**config.mk**
```make
export PLATFORM = sky130hd
export DESIGN_NAME = gbdc_merge
export DESIGN_NICKNAME = d
export VERILOG_FILES = /design/src/rtl/gbdc_pkg.sv /design/src/rtl/gbdc_merge.sv
export SDC_FILE = /design/constraint.sdc
export NUM_CORES = 1
export LEC_CHECK = 0
export BUFFER_PORTS_ARGS = -buffer_cell sky130_fd_sc_hd__buf_2
export CORE_ASPECT_RATIO = 1.2
export CORE_MARGIN = 2
export CORE_UTILIZATION = 35
export CTS_BUF_LIST = sky130_fd_sc_hd__clkbuf_8
export DETAILED_ROUTE_END_ITERATION = 16
export GPL_TIMING_DRIVEN = 0
export PLACE_DENSITY = 0.52
export SYNTH_ARGS = -nofsm -noshare
export SYNTH_HDL_FRONTEND = slang
export SYNTH_SLANG_ARGS = --single-unit
```
**constraint.sdc**
```tcl
create_clock -name clk -period 11.4 [get_ports clk]
set_clock_uncertainty 0.05 [all_clocks]
set_input_delay 2.28 -clock clk [delete_from_list [all_inputs] [get_ports clk]]
set_output_delay 2.28 -clock clk [all_outputs]
set_load 0.03 [all_outputs]
```
**src/rtl/gbdc_pkg.sv**
```systemverilog
// Shared types and constants for the gyro bias deadband conditioner.
`default_nettype none

package gbdc_pkg;

	localparam int STAMP_W = 32;
	localparam int RATE_W  = 24;
	localparam int CFG_W   = 23;
	localparam int TICK_W  = 16;
	localparam int SQ_W    = 2 * RATE_W - 1;

	localparam int GAIN_DIVISOR  = 15000;
	localparam int HALF_DIVISOR  = GAIN_DIVISOR / 2;
	localparam int GAIN_CAP      = 750;
	localparam int GAIN_T_W      = 10;
	localparam int REM_W         = 14;
	localparam int DIGIT_W       = 4;

	localparam int CFG_IDX_W = 3;
	localparam logic [CFG_IDX_W-1:0] REG_DEADBAND = 3'd0;
	localparam logic [CFG_IDX_W-1:0] REG_STILL    = 3'd1;
	localparam logic [CFG_IDX_W-1:0] REG_TICK_MIN = 3'd2;
	localparam logic [CFG_IDX_W-1:0] REG_TICK_MAX = 3'd3;
	localparam logic [CFG_IDX_W-1:0] REG_TICK_NOM = 3'd4;

	// sequencer strobes to lanes and merge stage
	typedef struct packed {
		logic sq_en;
		logic mul_en;
		logic prep_en;
		logic div_en;
		logic upd_en;
		logic corr_en;
	} ctl_t;

endpackage

`default_nettype wire

```
**src/rtl/gbdc_merge.sv**
```systemverilog
// Merge stage: sums the lane squares and compares against the squared still limit.
`default_nettype none

module gbdc_merge (
	input  logic                                clk,
	input  gbdc_pkg::ctl_t                      ctl,
	input  logic [2:0][gbdc_pkg::SQ_W-1:0]      sq,
	input  logic [gbdc_pkg::CFG_W-1:0]          still_limit,
	output logic                                still
);

	localparam int LIM2_W = 2 * gbdc_pkg::CFG_W;
	localparam int SUM_W  = gbdc_pkg::SQ_W + 1;

	logic [LIM2_W-1:0] lim2_s;
	logic              still_s;
	logic [SUM_W-1:0]  mag2;

	assign mag2 = SUM_W'(sq[0]) + SUM_W'(sq[1]) + SUM_W'(sq[2]);

	always_ff @(posedge clk) begin
		if (ctl.sq_en)
			lim2_s <= LIM2_W'(still_limit) * LIM2_W'(still_limit);
		if (ctl.mul_en)
			still_s <= (mag2 < SUM_W'(lim2_s));
	end

	assign still = still_s;

endmodule

`default_nettype wire

```
==> flow_summary.toml <==
[floorplan]
core-area_sq_um = 59500
initial_core_util_pct = 35.3
ios = 172
die_height_um = 272
die-area_sq_um = 62000
row_count = 98
die_w_um = 228

[sta]
final-setup-viol-count = 0
max_freq_mhz = 96.9
layout_min_cycle_time_ps = 10320
max-slew-margin-rel_pct = 33.1
setup_tns_ps = 0
grt_setup_unrepaired = "no"
timing_hold_violations_final = 0
timing.final.crit_share_pct = 90.5
worst_slew_pin_slew_ps = 990
drv_slew = 0

[yosys]
syn_avg_cell_area_sq_um = 9.32
synth-edff-count = 46
syn_inst = 2256
synth_seq_area_share_pct = 6.57
synthArstFlopShare_pct = 0
ys.flop_type = "edfxtp_1"
ys_ff_latch = 46
yosysUniqueCellTypes = 65
syn_nets = 3126
synth_area_sq_um = 21000
ys_warn_count = 0

[run]
maxCapViolations = 0

[routing]
via_per_inst = 4.76
vias = 15390
wl_per_cell_um = 17.4
first_iter_violations = 630
ant_nets = 0
first_pass_iters = 6
drc = 0
routed_wl_um = 56300

[clocking]
cts.path.max_buffers = 2
cts_setup_buffers = 0
clk_latency_ps = 310
root_buffer = "clkbuf_8"
numClockSinks = 46
cts_hold_buf = 0
path_clk_slew_ps = 80
cts_buffers = 5
cts_tree = "built"
h-tree-depth = 2
post_cts_resized = 0

[place]
portBuffers = 165
place_inst = 3221
place_hpwl_um = 48700
gp_congestion = 0.895

[grt]
overflow = 0
grt_pass1_vias = 17188
grt_max_degree = 46
grt_first_pass_wirelength_um = 91400
antenna_found_initial = 6
grt_use_total_pct = 18.7

[layout]
finalNetCount = 3298
utilization_pct = 38.6
multi_input_area_sq_um = 17200
final-seq-area_sq_um = 1380
drive_gt1_share_pct = 8.44
syn_to_final_growth_pct = 9.13
fillers = 6029
fin_cells = 3230

[setup_path]
start_kind = "input port"
cp.required_ps = 11420
worstPathMaxFanout = 10
arrival_ps = 10340
endpoint_kind = "flop"
critPathKind = "input port to flop"

[worst_hold_path]
hp-class = "flop to flop"

[status]
outcome = "completed"
==> synth_stat cells, drive strengths merged, types with 10 or more instances <==
cell type / count / area share (%)
nor2b: 20 / 0.60
a21oi: 108 / 2.6
nor2: 61 / 1.1
ha: 265 / 16
nand3: 25 / 0.60
a31oi: 12 / 0.46
a21o: 64 / 2.3
and2: 110 / 3.3
nand4: 20 / 0.60
nand2: 165 / 2.9
edfxtp: 46 / 6.6
o21bai: 14 / 0.50
inv: 577 / 10
and3: 10 / 0.30
clkbuf: 60 / 1.1
o21ai: 56 / 1.4
fa: 434 / 41
nand2b: 24 / 0.71
xor2: 42 / 1.8
xnor2: 55 / 2.3
==> final timing paths <==
kind         slack, ps           start          to  cells after the start
max               1080  still_limit[6]  lim2_s[38]                     27
max reg2reg       8490       lim2_s[2]       still                     11
min reg2reg       1000      lim2_s[45]       still                      6
min               1000      lim2_s[45]       still                      6
==> placed cells by master (no fill, tap or decap), types with 10 or more instances in the layout <==
cell        n
clkbuf_1   60
xnor2_1    55
a21oi_1   106
a31oi_1    10
fa_1      434
nand2b_1   24
nor2b_1    20
a21o_1     64
o21ai_0    49
nand4_1    20
ha_1      265
and3_1     10
edfxtp_1   46
nand3_1    25
xor2_1     42
buf_2     167
nand2_1   165
and2_1    110
nor2_1     61
inv_1     577
o21bai_1   14
==> worst max-delay path, stage by stage <==
cell and delay, ps:
buf_2 90, clkbuf_1 660, clkbuf_1 670, nand2_1 260, fa_1 560, inv_1 50, fa_1 490, inv_1 50
fa_1 410, fa_1 550, inv_1 50, fa_1 520, inv_1 50, fa_1 450, fa_1 530, inv_1 70
ha_1 330, a21oi_1 250, a21boi_0 220, a31oi_1 70, o31a_1 170, a221o_1 400, a31oi_4 290, o211ai_1 150
a21oi_1 400, o21bai_1 140, xnor2_1 150
==> layout make-up <==
cell class                 count  share of cell area [%]
multi-input combinational   1571                    75.1
inverter                     577                    9.44
sequential                    46                    6.02
tap                          800                    4.36
timing repair buffer         165                    3.60
buffer                        62                    1.03
clock buffer                   5                   0.300
clock inverter                 3                  0.0873
antenna                        1                  0.0109
==> logic make-up after synthesis <==
group	share of synthesized area [%]
compound gates	9.83
mux	0.155
flops	6.57
xor+xnor	4.04
simple gates	10.9
buf+inv	11.4
fa+ha+maj	57.1
==> stage by stage <==
stage	hold slack, ps	area (sq um)	setup WS (ps)
floorplan	867	21000	2450
global placement	986	22800	731
detailed placement	1010	22800	709
CTS	1020	22900	1050
global route	1070	22900	575
finish	998	22900	1080
==> per-layer routing <==
metal	wire [um]	up-vias	track usage, %
li1	-	7322	-
met4	1440	6	5.26
met3	1890	64	0.879
met2	28800	329	34.4
met1	24100	7669	23.8
met5	40	-	0
==> flip-flops by register name (all words and copies together) (netlist names) <==
name    flops
lim2_s     45
still       1
Power is not shown: default switching activity piles up to over one toggle a cycle in this logic, so the estimate is an artifact.
