`src/rtl/gbdc_pkg.sv`:
```
// Shared types and constants for the gyro bias deadband conditioner.
`default_nettype none

package gbdc_pkg;

	localparam int STAMP_W = 32;
	localparam int RATE_W  = 24;
	localparam int CFG_W   = 23;
	localparam int TICK_W  = 16;
	localparam int SQ_W    = 2 * RATE_W - 1;

	localparam int GAIN_DIVISOR  = 15000;
	localparam int HALF_DIVISOR  = GAIN_DIVISOR / 2;
	localparam int GAIN_CAP      = 750;
	localparam int GAIN_T_W      = 10;
	localparam int REM_W         = 14;
	localparam int DIGIT_W       = 4;

	localparam int CFG_IDX_W = 3;
	localparam logic [CFG_IDX_W-1:0] REG_DEADBAND = 3'd0;
	localparam logic [CFG_IDX_W-1:0] REG_STILL    = 3'd1;
	localparam logic [CFG_IDX_W-1:0] REG_TICK_MIN = 3'd2;
	localparam logic [CFG_IDX_W-1:0] REG_TICK_MAX = 3'd3;
	localparam logic [CFG_IDX_W-1:0] REG_TICK_NOM = 3'd4;

	// sequencer strobes to lanes and merge stage
	typedef struct packed {
		logic sq_en;
		logic mul_en;
		logic prep_en;
		logic div_en;
		logic upd_en;
		logic corr_en;
	} ctl_t;

endpackage

`default_nettype wire

```
`src/rtl/gbdc_lane.sv`:
```
// One axis lane: square, bias EMA with radix-16 divide by 15000, deadband and rounding.
`default_nettype none

module gbdc_lane #(
	parameter int BIAS_EXTRA_BITS = 16
) (
	input  logic                                clk,
	input  logic                                arst_n,
	input  gbdc_pkg::ctl_t                      ctl,
	input  logic signed [gbdc_pkg::RATE_W-1:0]  g,
	input  logic        [gbdc_pkg::GAIN_T_W-1:0] t,
	input  logic        [gbdc_pkg::CFG_W-1:0]   deadband,
	output logic        [gbdc_pkg::SQ_W-1:0]    sq,
	output logic signed [gbdc_pkg::RATE_W-1:0]  rate
);

	localparam int BIAS_W  = gbdc_pkg::RATE_W + BIAS_EXTRA_BITS;
	localparam int PROD_W  = BIAS_W + 1 + gbdc_pkg::GAIN_T_W;
	localparam int NUM_W   = BIAS_W + gbdc_pkg::GAIN_T_W;
	localparam int DIV_CYC = (NUM_W + 7) / 8;
	localparam int DV_W    = DIV_CYC * 8;
	localparam int REM_W   = gbdc_pkg::REM_W;
	localparam int RATE_W  = gbdc_pkg::RATE_W;
	localparam int GAIN_T_W_S = gbdc_pkg::GAIN_T_W;
	localparam logic [BIAS_W+1:0] HALF_LSB = ((BIAS_W+2)'(1) << BIAS_EXTRA_BITS) >> 1;

	typedef struct packed {
		logic [gbdc_pkg::DIGIT_W-1:0] d;
		logic [REM_W-1:0]             r;
	} dstep_t;

	function automatic dstep_t div_digit(input logic [REM_W-1:0] rem,
			input logic [gbdc_pkg::DIGIT_W-1:0] nib);
		logic [REM_W+3:0] x;
		dstep_t           s;
		x   = {rem, nib};
		s.d = '0;
		for (int k = 1; k < 16; k++) begin
			if (x >= (REM_W+4)'(k * gbdc_pkg::GAIN_DIVISOR))
				s.d = gbdc_pkg::DIGIT_W'(k);
		end
		s.r = REM_W'(x - (REM_W+4)'(s.d * gbdc_pkg::GAIN_DIVISOR));
		return s;
	endfunction

	logic        [gbdc_pkg::SQ_W-1:0] sq_s;
	logic signed [PROD_W-1:0]         prod_s;
	logic                             neg_q;
	logic        [DV_W-1:0]           dvd_q;
	logic        [REM_W-1:0]          rem_q;
	logic        [DV_W-1:0]           quo_q;
	logic signed [BIAS_W-1:0]         bias_q;
	logic signed [BIAS_W+1:0]         dz_q;

	logic signed [2*RATE_W-1:0] sq_full;
	logic signed [BIAS_W-1:0]   gext;
	logic signed [BIAS_W:0]     delta;
	logic signed [GAIN_T_W_S:0] t_s;
	logic signed [PROD_W-1:0]   prod;
	logic        [PROD_W-1:0]   prod_mag;
	logic        [NUM_W-1:0]    num;
	dstep_t                     st_hi;
	dstep_t                     st_lo;
	logic        [BIAS_W-2:0]   quo;
	logic signed [BIAS_W:0]     qs;
	logic signed [BIAS_W:0]     bsum;
	logic signed [BIAS_W:0]     v;
	logic signed [BIAS_W:0]     lim;
	logic        [BIAS_W+1:0]   dz_mag;
	logic        [BIAS_W+1:0]   rnd;

	assign sq_full  = g * g;
	assign gext     = BIAS_W'(g) <<< BIAS_EXTRA_BITS;
	assign delta    = (BIAS_W+1)'(gext) - (BIAS_W+1)'(bias_q);
	assign t_s      = $signed({1'b0, t});
	assign prod     = PROD_W'(delta) * PROD_W'(t_s);
	assign prod_mag = prod_s[PROD_W-1] ? PROD_W'(-prod_s) : PROD_W'(prod_s);
	assign num      = prod_mag[NUM_W-1:0] + NUM_W'(gbdc_pkg::HALF_DIVISOR);

	assign st_hi = div_digit(rem_q, dvd_q[DV_W-1 -: 4]);
	assign st_lo = div_digit(st_hi.r, dvd_q[DV_W-5 -: 4]);

	assign quo  = quo_q[BIAS_W-2:0];
	assign qs   = neg_q ? -$signed({2'b00, quo}) : $signed({2'b00, quo});
	assign bsum = (BIAS_W+1)'(bias_q) + qs;

	assign v   = (BIAS_W+1)'(gext) - (BIAS_W+1)'(bias_q);
	assign lim = $signed((BIAS_W+1)'(deadband) << BIAS_EXTRA_BITS);

	always_ff @(posedge clk) begin
		if (ctl.sq_en)
			sq_s <= sq_full[gbdc_pkg::SQ_W-1:0];
		if (ctl.mul_en)
			prod_s <= prod;
		if (ctl.prep_en) begin
			neg_q <= prod_s[PROD_W-1];
			dvd_q <= DV_W'(num);
			rem_q <= '0;
			quo_q <= '0;
		end else if (ctl.div_en) begin
			dvd_q <= dvd_q << 8;
			rem_q <= st_lo.r;
			quo_q <= {quo_q[DV_W-9:0], st_hi.d, st_lo.d};
		end
		if (ctl.corr_en) begin
			if (v > lim)
				dz_q <= (BIAS_W+2)'(v) - (BIAS_W+2)'(lim);
			else if (v < -lim)
				dz_q <= (BIAS_W+2)'(v) + (BIAS_W+2)'(lim);
			else
				dz_q <= '0;
		end
	end

	always_ff @(posedge clk or negedge arst_n) begin
		if (!arst_n) begin
			bias_q <= '0;
		end else if (ctl.upd_en) begin
			if (bsum[BIAS_W] != bsum[BIAS_W-1])
				bias_q <= bsum[BIAS_W] ? {1'b1, {(BIAS_W-1){1'b0}}}
				                       : {1'b0, {(BIAS_W-1){1'b1}}};
			else
				bias_q <= bsum[BIAS_W-1:0];
		end
	end

	// round half away from zero to rate units, then saturate
	assign dz_mag = dz_q[BIAS_W+1] ? (BIAS_W+2)'(-dz_q) : (BIAS_W+2)'(dz_q);
	assign rnd    = (dz_mag + HALF_LSB) >> BIAS_EXTRA_BITS;

	always_comb begin
		if (!dz_q[BIAS_W+1]) begin
			if (rnd > (BIAS_W+2)'((1 << (RATE_W-1)) - 1))
				rate = {1'b0, {(RATE_W-1){1'b1}}};
			else
				rate = $signed(rnd[RATE_W-1:0]);
		end else begin
			if (rnd >= (BIAS_W+2)'(1 << (RATE_W-1)))
				rate = {1'b1, {(RATE_W-1){1'b0}}};
			else
				rate = -$signed(rnd[RATE_W-1:0]);
		end
	end

	assign sq = sq_s;

endmodule

`default_nettype wire

```
`config.mk`:
```
export PLATFORM = sky130hd
export DESIGN_NAME = gbdc_lane
export DESIGN_NICKNAME = d
export VERILOG_FILES = /design/src/rtl/gbdc_pkg.sv /design/src/rtl/gbdc_lane.sv
export SDC_FILE = /design/constraint.sdc
export NUM_CORES = 2
export LEC_CHECK = 0
export BUFFER_PORTS_ARGS = -buffer_cell sky130_fd_sc_hd__buf_2
export CORE_ASPECT_RATIO = 2
export CORE_MARGIN = 5
export CORE_UTILIZATION = 38
export CTS_BUF_LIST = sky130_fd_sc_hd__clkbuf_4
export CTS_CLUSTER_DIAMETER = 80
export DETAILED_ROUTE_END_ITERATION = 12
export GPL_TIMING_DRIVEN = 0
export PLACE_DENSITY = 0.56
export SLEW_MARGIN = 15
export SYNTH_ARGS = -nofsm -noshare
export SYNTH_HDL_FRONTEND = slang
export SYNTH_SLANG_ARGS = --single-unit
```
`constraint.sdc`:
```
create_clock -name clk -period 9.25 [get_ports clk]
set_input_delay 1.3875 -clock clk [delete_from_list [all_inputs] [get_ports clk]]
set_output_delay 1.3875 -clock clk [all_outputs]
set_load 0.03 [all_outputs]
```
==> results.toml <==
[synthesis]
yosysUniqueCellTypes = 101
syn_inst = 6491
seq_area_frac_synth = 0.136
synthTopCellsByArea = "fa_1, edfxtp_1, ha_1, inv_1, xnor2_1"
yosys-top-cells-count = "inv_1, fa_1, nand2_1"
synth_area_sq_mm = 0.0580
synthArstFlopShare = 0.138
netlist.area_leader.share = 0.310
synth_seq_cells = 289
synthesis.nets = 7900
synth-main-ff-cell = "edfxtp_1"
synth_edf_count = 190
yosys_warnings = 0
yosysMostFrequentCell = "inv_1"
synth_area_leader_cell = "fa_1"
syn_avg_cell_area_sq_um = 8.94

[finish]
regArea_sq_mm = 0.00789
fin_nets = 8126
fillers = 15500
drive_above_1_share = 0.0748
synthToLayoutAreaGrowth_pct = 8.21
multi_input_area_sq_mm = 0.0452
stdcell_area_sq_mm = 0.0628

[job]
drv_cap = 0

[detailed_routing]
route.vias.total = 48100
met3WireLength_mm = 7.43
routed.top_layer = "met5"
drt-met1-wl_mm = 60.9
avgViaCountPerCell = 5.52
first_pass_iters = 6
wl_per_cell_microns = 22.7
totalWireLength_mm = 198
drc = 0
drt_iter0_markers = 2633
antenna_left = 0
wl_met2_mm = 109

[global_route]
grt_pass1_wl_mm = 301
grt_pass1_vias = 52500
gr-usage-all-layers = 0.244
antenna_found_initial = 12
grt_max_degree = 52
overflow = 0

[place]
gp_congestion = 0.948
postPlaceCellArea_sq_mm = 0.0611
dp_hpwl_mm = 167
port_buffers = 132

[timing]
min_period_ns = 9.18
fmax_mhz = 109
rsz0062_at_grt = "yes"
slew_headroom = 0.233
whs_ns = 0.488
finalSetupViolCount = 0
tightest_slew_ns = 1.14
clock_skew_ns = 0.110
drv_slew = 0
period_share = 0.993
finalHoldViolations = 0

[cts]
cts_root_buf = "clkbuf_4"
clk_latency_ns = 0.93
cts_sinks = 289
path_clk_slew_ns = 0.07
cts_made_buffers = 77
cts_htree_levels = 3
ctsLongestPathBuffers = 3
cts-hold-fix-buffers = 0
cts_tree = "done"

[floorplan]
coreArea_sq_mm = 0.152
start_util = 0.382
row_count = 202
die_h_microns = 562
die-area_sq_mm = 0.161
die_w_microns = 286
ios = 136

[hold_path]
hp-class = "flip-flop to flip-flop"

[worst_setup_path]
ff2ff_path_depth = 26
critPathLaunchType = "primary input"
critPathLaunch = "g[8]"
r2r_slack_ns = 0.23
r2r-start = "bias_q[8]"
cp.required_ns = 9.87
critPathCapture = "sq[45]"
cp_max_fo = 10
rr_endpoint = "prod_s[50]"
arrival_ns = 9.81
end_kind = "flip-flop"
worstSetupPathType = "primary input to flip-flop"

[status]
outcome = "finished, final reports clean"
sequential cells by signal, summed over array words and instances (netlist names):
signal  cells
neg_q       1
rem_q      14
quo_q      39
bias_q     40
prod_s     51
sq         46
dvd_q      56
dz_q       42
area by class of cell:
type                    count  share of cell area
diodes                      9            0.000359
plain buffers             282              0.0197
multi-input cells        4807               0.720
clock inverters            33             0.00303
clock buffers             106              0.0127
flip-flops and latches    289               0.126
well taps                1938              0.0386
repair buffers            150              0.0134
inverters                1110              0.0665
layout by cell type, fill, tap and decap left out, drive strengths merged, types with 174 or more instances in the layout:
cell type | Yosys | layout
inv | 1110 | 1113
fa | 898 | 898
nand2 | 543 | 543
ha | 446 | 446
and2 | 371 | 371
clkbuf | 266 | 361
nor2 | 318 | 318
a21oi | 293 | 293
xnor2 | 288 | 288
o21ai | 230 | 230
edfxtp | 190 | 190
buf | 19 | 174
metal layers:
layer / track usage / vias to the layer above
li1: - / 21800
met1: 0.222 / 24000
met2: 0.475 / 1525
met3: 0.0215 / 768
met4: 0.207 / 2
met5: 0 / -
worst min-delay path by stage:
stage                    from   endpoint  cells after the start
floorplan           dvd_q[42]  dvd_q[50]                      2
global placement    dvd_q[45]  dvd_q[53]                      2
detailed placement  dvd_q[43]  dvd_q[51]                      2
CTS                  quo_q[5]  quo_q[13]                      2
global route        dvd_q[43]  dvd_q[51]                      2
finish              dvd_q[43]  dvd_q[51]                      2
kinds of logic after synthesis:
family,Yosys count,share of synthesized area
xor gates and xnor gates,382,0.0578
adders and majority gates,1345,0.406
DFF,289,0.136
AOI/OAI and AO/OA,1172,0.134
other,1,0.0000647
muxes,92,0.0166
and+or+nand+nor,1815,0.159
buffers and inverters,1395,0.0910
metrics by stage:
stage / std cells / utilization / setup WS [ns] / TNS, ns
after floorplan: 6491 / - / 0.702 / 0
after global placement: 8561 / 0.403 / -2.39 / -47.74
after detailed placement: 8563 / 0.403 / -2.49 / -49.96
after CTS: 8705 / 0.411 / 0.00674 / 0
after global routing: 8719 / 0.414 / -0.0515 / -0.0967
final: 8724 / 0.414 / 0.0660 / 0
repair_timing:
action	CTS	global route
setup endpoints to repair	46	38
resized for setup	83	108
hold endpoints to repair	0	0
pin swaps	2	13
setup buffers	5	11
worst max-delay path, cell delays in order:
cell and delay (ns):
buf_2 0.16, clkdlybuf4s15_1 0.85, nand2_1 0.23, fa_1 0.56, inv_1 0.08, ha_1 0.28
a21o_1 0.20, fa_1 0.50, inv_1 0.06, fa_1 0.51, inv_1 0.05, fa_1 0.48
inv_1 0.06, fa_1 0.54, inv_1 0.06, fa_1 0.49, ha_1 0.37, a21o_1 0.23
a221oi_1 0.31, nor2b_1 0.11, a2111o_1 0.40, o21ai_1 0.29, nand3_2 0.33, a311o_1 0.51
a41oi_1 0.32, a21oi_1 0.15, a21oi_1 0.19, xnor2_1 0.09
Power is not shown: default switching activity piles up to over one toggle a cycle in this logic, so the estimate is an artifact.
